[src/rtl/core/assert_macros.svh]
// ----------------------------------------------------------------------------
// assert_macros.svh
// Concurrent assertion macros for the core RTL.
// ----------------------------------------------------------------------------
`ifndef ASSERT_MACROS_SVH
`define ASSERT_MACROS_SVH

`ifndef SYNTHESIS

// The condition must hold at every clock edge outside reset.
`define ASSERT_ALWAYS(label, clk, rst, cond) \
  label: assert property (@(posedge clk) disable iff (rst) (cond)) \
    else $error("assertion failed: condition does not hold");

// When the antecedent holds, the consequent must hold in the next cycle.
`define ASSERT_NEXT(label, clk, rst, ante, cons) \
  label: assert property (@(posedge clk) disable iff (rst) (ante) |=> (cons)) \
    else $error("assertion failed: expected response one cycle later");

`else

`define ASSERT_ALWAYS(label, clk, rst, cond)
`define ASSERT_NEXT(label, clk, rst, ante, cons)

`endif

`endif

[src/rtl/core/pedq_pkg.sv]
// ----------------------------------------------------------------------------
// pedq_pkg
// Types, constants and sizes shared by the pointer event deframer queue.
// ----------------------------------------------------------------------------
package pedq_pkg;

  // Queue depth and the widths that follow from it.
  localparam int QUEUE_DEPTH = 16;
  localparam int ADDR_W      = (QUEUE_DEPTH > 1) ? $clog2(QUEUE_DEPTH) : 1;
  localparam int FILL_W      = $clog2(QUEUE_DEPTH + 1);
  localparam int CNT_W       = FILL_W + 1;

  // Fixed field widths.
  localparam int TYPE_W     = 3;
  localparam int BYTE_W     = 8;
  localparam int COORD_W    = 16;
  localparam int EV_COUNT_W = 5;
  localparam int POS_W      = 3;
  localparam int TOUCH_W    = 9;

  // Event type codes.
  localparam logic [TYPE_W-1:0] EV_TOUCH_START  = 3'd0;
  localparam logic [TYPE_W-1:0] EV_TOUCH_MOVE   = 3'd1;
  localparam logic [TYPE_W-1:0] EV_TOUCH_CANCEL = 3'd2;
  localparam logic [TYPE_W-1:0] EV_TOUCH_END    = 3'd3;
  localparam logic [TYPE_W-1:0] EV_MOUSE_DOWN   = 3'd4;
  localparam logic [TYPE_W-1:0] EV_MOUSE_MOVE   = 3'd5;
  localparam logic [TYPE_W-1:0] EV_MOUSE_UP     = 3'd6;
  localparam logic [TYPE_W-1:0] EV_HOVER_MOVE   = 3'd7;

  // Tracked touch value that matches no identifier.
  localparam logic [TOUCH_W-1:0] NO_TOUCH = 9'd256;

  // Frame byte positions.
  localparam logic [POS_W-1:0] POS_TYPE   = 3'd0;
  localparam logic [POS_W-1:0] POS_IDENT  = 3'd1;
  localparam logic [POS_W-1:0] POS_X_LOW  = 3'd2;
  localparam logic [POS_W-1:0] POS_X_HIGH = 3'd3;
  localparam logic [POS_W-1:0] POS_Y_LOW  = 3'd4;

  // One queued event.
  typedef struct packed {
    logic [TYPE_W-1:0]  ev_type;
    logic [BYTE_W-1:0]  ident;
    logic [COORD_W-1:0] x;
    logic [COORD_W-1:0] y;
  } event_t;

  // Commands from the controller to the datapath.
  typedef struct packed {
    logic byte_take;
    logic drain_start;
    logic rd_issue;
    logic out_load;
  } ctrl_cmd_t;

  // Status from the datapath to the controller.
  typedef struct packed {
    logic out_free;
    logic drain_last;
  } ctrl_stat_t;

endpackage

[src/rtl/core/pedq_ctrl.sv]
// ----------------------------------------------------------------------------
// pedq_ctrl
// Sequencer that takes input items and steps a drain run event by event.
// ----------------------------------------------------------------------------
module pedq_ctrl import pedq_pkg::*; (
  input  logic       clk,
  input  logic       rst,
  input  logic       in_valid,
  input  logic       op,
  input  ctrl_stat_t stat,
  output ctrl_cmd_t  cmd,
  output logic       in_stall
);

  typedef enum logic [1:0] {
    ST_IDLE,
    ST_FETCH,
    ST_EMIT
  } state_t;

  state_t state;
  state_t state_next;

  // Command decode and next state.
  always_comb begin
    cmd        = '0;
    state_next = state;
    unique case (state)
      ST_IDLE: begin
        if (in_valid) begin
          if (op) begin
            cmd.drain_start = 1'b1;
            state_next      = ST_FETCH;
          end else begin
            cmd.byte_take = 1'b1;
          end
        end
      end
      ST_FETCH: begin
        cmd.rd_issue = 1'b1;
        state_next   = ST_EMIT;
      end
      ST_EMIT: begin
        if (stat.out_free) begin
          cmd.out_load = 1'b1;
          state_next   = stat.drain_last ? ST_IDLE : ST_FETCH;
        end
      end
      default: begin
        state_next = ST_IDLE;
      end
    endcase
  end

  // New items are taken only between drain runs.
  assign in_stall = (state != ST_IDLE);

  // State register.
  always_ff @(posedge clk) begin
    if (rst) begin
      state <= ST_IDLE;
    end else begin
      state <= state_next;
    end
  end

endmodule

[src/rtl/core/pedq_datapath.sv]
// ----------------------------------------------------------------------------
// pedq_datapath
// Frame assembly, pointer status, event memory and the output register.
// ----------------------------------------------------------------------------
module pedq_datapath import pedq_pkg::*; (
  input  logic                  clk,
  input  logic                  rst,
  input  ctrl_cmd_t             cmd,
  output ctrl_stat_t            stat,
  input  logic [BYTE_W-1:0]     rx_byte,
  input  logic                  out_stall,
  output logic                  out_valid,
  output logic                  ev_valid,
  output logic [TYPE_W-1:0]     ev_type,
  output logic [BYTE_W-1:0]     ev_ident,
  output logic [COORD_W-1:0]    ev_x,
  output logic [COORD_W-1:0]    ev_y,
  output logic [EV_COUNT_W-1:0] event_count,
  output logic                  last,
  output logic [COORD_W-1:0]    pointer_x,
  output logic [COORD_W-1:0]    pointer_y,
  output logic                  dragging
);

  // Frame assembly registers.
  logic [POS_W-1:0]   frame_pos;
  logic [TYPE_W-1:0]  frame_type;
  logic [BYTE_W-1:0]  frame_ident;
  logic [BYTE_W-1:0]  low_byte_hold;
  logic [COORD_W-1:0] frame_x;
  logic [TOUCH_W-1:0] tracked_touch;

  // Pointer status.
  logic [COORD_W-1:0] cur_x;
  logic [COORD_W-1:0] cur_y;
  logic               drag_flag;

  // Event queue.
  event_t             event_store [QUEUE_DEPTH];
  logic [FILL_W-1:0]  queue_fill;
  event_t             rd_data;

  // Drain run bookkeeping.
  logic [FILL_W-1:0]  drain_n;
  logic [ADDR_W-1:0]  drain_idx;
  logic               drain_empty;
  logic               idx_last;

  // Values of the frame that completes with the current byte.
  logic [COORD_W-1:0] fin_y;
  logic               frame_done;
  logic               queue_room;
  logic               touch_match;
  event_t             fin_event;

  assign fin_y       = {rx_byte, low_byte_hold};
  assign frame_done  = cmd.byte_take && (frame_pos > POS_Y_LOW);
  assign queue_room  = (CNT_W'(queue_fill) < CNT_W'(QUEUE_DEPTH));
  assign touch_match = (tracked_touch == {1'b0, frame_ident});
  assign fin_event   = '{ev_type: frame_type, ident: frame_ident, x: frame_x, y: fin_y};

  assign drain_empty = (drain_n == '0);
  assign idx_last    = ((CNT_W'(drain_idx) + CNT_W'(1)) == CNT_W'(drain_n));

  assign stat.out_free   = !out_valid || !out_stall;
  assign stat.drain_last = drain_empty || idx_last;

  // Frame assembly, one byte per accepted item.
  always_ff @(posedge clk) begin
    if (rst) begin
      frame_pos     <= POS_TYPE;
      frame_type    <= '0;
      frame_ident   <= '0;
      low_byte_hold <= '0;
      frame_x       <= '0;
      tracked_touch <= NO_TOUCH;
    end else if (cmd.byte_take) begin
      case (frame_pos)
        POS_TYPE: begin
          if (rx_byte < BYTE_W'(8)) begin
            frame_type <= rx_byte[TYPE_W-1:0];
            frame_pos  <= POS_IDENT;
          end
        end
        POS_IDENT: begin
          frame_ident <= rx_byte;
          if (frame_type == EV_TOUCH_START) begin
            tracked_touch <= {1'b0, rx_byte};
          end
          frame_pos <= POS_X_LOW;
        end
        POS_X_LOW: begin
          low_byte_hold <= rx_byte;
          frame_pos     <= POS_X_HIGH;
        end
        POS_X_HIGH: begin
          frame_x   <= {rx_byte, low_byte_hold};
          frame_pos <= POS_Y_LOW;
        end
        POS_Y_LOW: begin
          low_byte_hold <= rx_byte;
          frame_pos     <= POS_Y_LOW + POS_W'(1);
        end
        default: begin
          frame_pos <= POS_TYPE;
        end
      endcase
    end
  end

  // Pointer status update when a frame completes.
  always_ff @(posedge clk) begin
    if (rst) begin
      cur_x     <= '0;
      cur_y     <= '0;
      drag_flag <= 1'b0;
    end else if (frame_done) begin
      if (frame_type <= EV_TOUCH_END) begin
        if ((frame_type != EV_TOUCH_CANCEL) && touch_match) begin
          cur_x     <= frame_x;
          cur_y     <= fin_y;
          drag_flag <= (frame_type != EV_TOUCH_END);
        end
      end else begin
        cur_x <= frame_x;
        cur_y <= fin_y;
        if (frame_type == EV_MOUSE_DOWN) begin
          drag_flag <= 1'b1;
        end else if (frame_type == EV_MOUSE_UP) begin
          drag_flag <= 1'b0;
        end
      end
    end
  end

  // Fill count and drain run counters.
  always_ff @(posedge clk) begin
    if (rst) begin
      queue_fill <= '0;
      drain_n    <= '0;
      drain_idx  <= '0;
    end else begin
      if (cmd.drain_start) begin
        drain_n    <= queue_fill;
        drain_idx  <= '0;
        queue_fill <= '0;
      end else if (frame_done && queue_room) begin
        queue_fill <= queue_fill + FILL_W'(1);
      end
      if (cmd.out_load && !stat.drain_last) begin
        drain_idx <= drain_idx + ADDR_W'(1);
      end
    end
  end

  // Event memory: one write port, one registered read port.
  always_ff @(posedge clk) begin
    if (frame_done && queue_room) begin
      event_store[queue_fill[ADDR_W-1:0]] <= fin_event;
    end
    if (cmd.rd_issue) begin
      rd_data <= event_store[drain_idx];
    end
  end

  // Output valid flag.
  always_ff @(posedge clk) begin
    if (rst) begin
      out_valid <= 1'b0;
    end else if (cmd.out_load) begin
      out_valid <= 1'b1;
    end else if (!out_stall) begin
      out_valid <= 1'b0;
    end
  end

  // Output payload register.
  always_ff @(posedge clk) begin
    if (cmd.out_load) begin
      if (drain_empty) begin
        ev_valid <= 1'b0;
        ev_type  <= '0;
        ev_ident <= '0;
        ev_x     <= '0;
        ev_y     <= '0;
        last     <= 1'b1;
      end else begin
        ev_valid <= 1'b1;
        ev_type  <= rd_data.ev_type;
        ev_ident <= rd_data.ident;
        ev_x     <= rd_data.x;
        ev_y     <= rd_data.y;
        last     <= idx_last;
      end
      event_count <= EV_COUNT_W'(drain_n);
      pointer_x   <= cur_x;
      pointer_y   <= cur_y;
      dragging    <= drag_flag;
    end
  end

endmodule

[src/rtl/core/pointer_event_deframer_queue.sv]
// ----------------------------------------------------------------------------
// pointer_event_deframer_queue
// Deframes six-byte pointer event frames into a bounded queue and drains it.
// ----------------------------------------------------------------------------
// A byte item is taken and gives no result.
// A drain item runs a fetch state, which reads the event memory into a register,
// then an emit state, which loads the output register when it is free, once per
// event (one result for an empty queue); no new item is taken until it ends.
// Reset is synchronous: it clears the frame, the fill count and the status and
// forgets the tracked touch; the event memory is not cleared.
`include "assert_macros.svh"

module pointer_event_deframer_queue import pedq_pkg::*; (
  input  logic                  clk,
  input  logic                  rst,
  input  logic                  in_valid,
  output logic                  in_stall,
  input  logic                  op,
  input  logic [BYTE_W-1:0]     rx_byte,
  output logic                  out_valid,
  input  logic                  out_stall,
  output logic                  ev_valid,
  output logic [TYPE_W-1:0]     ev_type,
  output logic [BYTE_W-1:0]     ev_ident,
  output logic [COORD_W-1:0]    ev_x,
  output logic [COORD_W-1:0]    ev_y,
  output logic [EV_COUNT_W-1:0] event_count,
  output logic                  last,
  output logic [COORD_W-1:0]    pointer_x,
  output logic [COORD_W-1:0]    pointer_y,
  output logic                  dragging
);

  ctrl_cmd_t  cmd;
  ctrl_stat_t stat;

  // Sequencer.
  pedq_ctrl u_ctrl (
    .clk      (clk),
    .rst      (rst),
    .in_valid (in_valid),
    .op       (op),
    .stat     (stat),
    .cmd      (cmd),
    .in_stall (in_stall)
  );

  // Datapath.
  pedq_datapath u_datapath (
    .clk         (clk),
    .rst         (rst),
    .cmd         (cmd),
    .stat        (stat),
    .rx_byte     (rx_byte),
    .out_stall   (out_stall),
    .out_valid   (out_valid),
    .ev_valid    (ev_valid),
    .ev_type     (ev_type),
    .ev_ident    (ev_ident),
    .ev_x        (ev_x),
    .ev_y        (ev_y),
    .event_count (event_count),
    .last        (last),
    .pointer_x   (pointer_x),
    .pointer_y   (pointer_y),
    .dragging    (dragging)
  );

  // An empty-queue result is always the only and final one of its drain.
  `ASSERT_ALWAYS(a_empty_is_last, clk, rst, !(out_valid && !ev_valid) || last)
  // A result that carries an event reports a nonzero count.
  `ASSERT_ALWAYS(a_event_has_count, clk, rst, !(out_valid && ev_valid) || (event_count != '0))
  // A taken drain item holds off new items while the run is under way.
  `ASSERT_NEXT(a_drain_blocks, clk, rst, in_valid && !in_stall && op, in_stall)
  // After a result that is not the last, the run is still going or its next result waits.
  `ASSERT_NEXT(a_run_continues, clk, rst, out_valid && !out_stall && !last, in_stall || out_valid)

endmodule
[config.mk]
export PLATFORM = sky130hd
export DESIGN_NAME = pointer_event_deframer_queue
export DESIGN_NICKNAME = d
export VERILOG_FILES = /design/src/rtl/core/pedq_pkg.sv /design/src/rtl/core/pedq_ctrl.sv /design/src/rtl/core/pedq_datapath.sv /design/src/rtl/core/pointer_event_deframer_queue.sv
export VERILOG_INCLUDE_DIRS = /design/src /design/src/rtl/core
export SDC_FILE = /design/constraint.sdc
export NUM_CORES = 1
export LEC_CHECK = 0
export BUFFER_PORTS_ARGS = -buffer_cell sky130_fd_sc_hd__clkbuf_2
export CAP_MARGIN = 20
export CORE_ASPECT_RATIO = 0.5
export CORE_MARGIN = 2
export CORE_UTILIZATION = 30
export DETAILED_ROUTE_END_ITERATION = 7
export MAX_ROUTING_LAYER = met4
export SLEW_MARGIN = 40
export SYNTH_ARGS = -nofsm -noshare
export SYNTH_HDL_FRONTEND = slang
export SYNTH_SLANG_ARGS = --single-unit
[constraint.sdc]
create_clock -name clk -period 11.5 [get_ports clk]
set_clock_uncertainty 0.2 [all_clocks]
set_input_delay 1.15 -clock clk [delete_from_list [all_inputs] [get_ports clk]]
set_output_delay 1.15 -clock clk [all_outputs]
set_load 0.01 [all_outputs]
==> flow_summary_export.csv <==
group,metric,value,unit
status,outcome,"finished, final reports clean",
routing,drt-pass1-iter-count,5,
sta,worst_slew_pin_slew,0.854,ns
floorplan,die_width,482,um
cells_and_area,final_area,39700,sq um
sta,setup_viol,0,
worst_setup_path,crit_fanout,33,
power,peakVddDrop,0.127,mV
placed_design,port_buffers,97,
cells_and_area,nets,1757,
cells_and_area,synthToLayoutAreaGrowth,16.0,%
cells_and_area,drive_gt1_share,28.5,%
power,p_per_area,164,nW/um^2
clocking,cts_sinks,911,
routing,ant_nets,0,
synth,ys_ff_latch,911,
synth,synth_top_area_share,71.4,%
placed_design,dp_hpwl,44200,um
power,netSwitchingFraction,19.4,%
synth,async_flop_share,0,%
global_routing,grt_pass1_vias,16300,
power,p_leak,12.1,nW
power,p_int,5.26,mW
synth,synth-edff-count,814,
global_routing,grtUsageTotal,13.7,%
worst_setup_path,critPathKind,"input pin to flop",
clocking,clockBufferDepth,3,
worst_setup_path,worstPathRequired,11.56,ns
clocking,cts_tree,"done",
routing,drtIter0Drc,1513,
synth,syn_nets,1615,
global_routing,antenna_found_initial,2,
synth,synth.distinct_cells,52,
routing,avgViaCountPerCell,4.78,
floorplan,die_area,117000,sq um
routing,drc,0,
synth,ys_seq_area_share,77.1,%
hold_path,min_path_type,"flop to flop",
synth,syn_avg_cell_area,21.4,sq um
routing,wl_per_cell,23.7,um
worst_setup_path,crit_arrival,4.11,ns
floorplan,ios,98,
sta,min_period,4.06,ns
global_routing,grt_pass1_wl,114000,um
synth,synth.area.top_cells,"edfxtp_1, mux4_2, dfxtp_1",
worst_setup_path,r2r-start,"u_ctrl.state[1]",
clocking,ctsResizeCount,0,
clocking,cts_hold_buf,0,
worst_setup_path,r2r_end,"u_datapath.event_store[2][17]",
clocking,htreeDepth,3,
sta,fmax,247,MHz
run,maxCapViolCount,0,
floorplan,core,113000,sq um
placed_design,dpl_cell_area,36700,sq um
synth,yosysTopAreaCell,"edfxtp_1",
power,pwr-share-comb,0.8,%
clocking,post_cts_buffers,0,
power,p_seq_share,54.8,%
cells_and_area,postLayoutCoreUtil,35.2,%
worst_setup_path,cp-start-kind,"input pin",
floorplan,num_rows,87,
sta,hold_viol,0,
hold_path,holdPathStages,0,
global_routing,grt_max_degree,74,
worst_setup_path,end_kind,"flop",
worst_setup_path,r2r_slack,7.60,ns
sta,rsz0062_at_grt,"no",
hold_path,holdCritStartpoint,"u_datapath.cur_x[2]",
synth,syn_area,34200,sq um
global_routing,grt_overflow,0,
routing,finalWirelength,78800,um
floorplan,start_util,30.3,%
routing,dr_total_vias,15900,
cells_and_area,nFillCells,10300,
clocking,cts_buffers,89,
floorplan,fp.dieH,243,um
sta,finalCritPeriodShare,35.3,%
synth,synthFlopType,"edfxtp_1",
power,clockPowerShare,44.4,%
worst_setup_path,reg2regPathDepth,5,
placed_design,place.gp.congestion,0.776,
clocking,clock-root-buffer,"clkbuf_16",
clocking,clock_latency,0.64,ns
sta,maxSlewViolCount,0,
clocking,clk_pin_slew,0.06,ns
synth,syn_inst,1597,
hold_path,hold_end,"u_datapath.pointer_x[2]",
synth,ys_warn_count,0,
power,switchingPower,1.27,mW
cells_and_area,multi_input_area,7590,sq um
sta,relSlewSlack,43.1,%
sta,fin_tns_setup,0,ns
cells_and_area,seqCellArea,26400,sq um
## synthesized netlist by cell type (all sizes together), types with 2 or more instances
cell type    n
edfxtp     814
and2        45
dfxtp       97
nor3b        3
o21bai       2
ha           5
a21oi       11
nor2        78
mux4       215
a31oi        2
nand2       18
nand2b      68
o21ai        7
mux2i       79
nand3b       2
clkbuf      50
o211ai       2
nand4        2
xor2        13
nor2b        5
buf         31
nor4b        4
nand3        3
o311ai       2
inv          9
nor3         8
xnor2        5
## per-layer routing
layer	GRT usage (%)	wire, um
met1	18.8	34900
met2	21.3	37700
met3	2.31	4440
met4	3.52	1760
met5	-	0
## placed cells by master (no fill, tap or decap), types with 16 or more instances in the layout
cell type / n
clkbuf_16: 91
mux2i_1: 79
clkinv_2: 16
clkbuf_2: 96
and2_1: 45
buf_4: 24
edfxtp_1: 814
clkbuf_1: 29
dfxtp_1: 87
nor2_1: 65
nand2_1: 16
mux4_2: 215
nand2b_1: 68
## power groups by stage
| stage | sequential, mW | clock (mW) | combinational (mW) |
|---|---|---|---|
| final | 3.57 | 2.90 | 0.0526 |
| after global placement | 3.65 | 0 | 0.0524 |
| after detailed placement | 3.65 | 0 | 0.0531 |
| after CTS | 3.58 | 2.94 | 0.0531 |
| after global routing | 3.57 | 3.08 | 0.0566 |
| after floorplan | 3.65 | 0 | 0.0192 |
## registers in the layout, summed over array words and instances (netlist names), 2 cells and up
name                      cells
u_datapath.rd_data           43
u_datapath.cur_x             16
u_datapath.queue_fill         5
u_datapath.frame_ident        8
u_datapath.pointer_x         16
u_datapath.ev_type            3
u_datapath.drain_idx          4
u_datapath.ev_x              16
u_datapath.tracked_touch      9
u_datapath.frame_type         3
u_datapath.pointer_y         16
u_datapath.ev_y              16
u_datapath.frame_x           16
u_ctrl.state                  2
u_datapath.cur_y             16
u_datapath.low_byte_hold      8
u_datapath.event_store      688
u_datapath.frame_pos          3
u_datapath.event_count        5
u_datapath.drain_n            5
u_datapath.ev_ident           8
## critical path, stage by stage
cell and delay [ns]:
clkbuf_2 0.11, or4b_4 0.61, nor4b_4 0.54, nand2_1 0.36
nor3_4 0.63, buf_4 0.66
## through the flow
stage,total power [mW],setup WS [ns],hold slack (ns),instances
finish,6.52,7.44,0.230,3328
global placement,3.70,6.41,0.217,3158
detailed placement,3.70,6.72,0.216,3160
CTS,6.57,7.38,0.229,3326
floorplan,3.67,5.45,0.208,1597
global route,6.71,7.31,0.247,3327
## how the worst max path moves through the flow
| stage | start | end | cells after the start | slack (ns) |
|---|---|---|---|---|
| 2_1_floorplan | op | u_datapath.event_store[0][0] | 5 | 5.45 |
| 3_3_place_gp | op | u_datapath.event_store[2][18] | 6 | 6.41 |
| 3_5_place_dp | op | u_datapath.event_store[1][14] | 6 | 6.72 |
| 4_1_cts | op | u_datapath.event_store[1][14] | 6 | 7.38 |
| 5_1_grt | op | u_datapath.event_store[2][17] | 6 | 7.31 |
| 6_report | op | u_datapath.event_store[2][17] | 6 | 7.44 |
## cell type report
cell class / instances / share of cell area, %
Tap cell: 1513 / 4.77
Multi-Input combinational cell: 596 / 19.1
Sequential cell: 911 / 66.5
Inverter: 9 / 0.0977
Clock inverter: 38 / 1.05
Timing Repair Buffer: 132 / 2.13
Antenna cell: 1 / 0.00631
Clock buffer: 128 / 6.29
## logic make-up (layout without fill, tap and decap cells)
kind of cell	Yosys count	after routing	synth area share [%]
DFF	911	911	77.1
muxes	295	295	16.5
and+or+nand+nor	241	241	3.92
buffers and inverters	90	307	1.13
AOI/OAI and AO/OA	37	37	0.717
xor gates and xnor gates	18	18	0.461
adders and majority gates	5	5	0.183
other	0	1	0
Power figures use the tool's default switching activity.
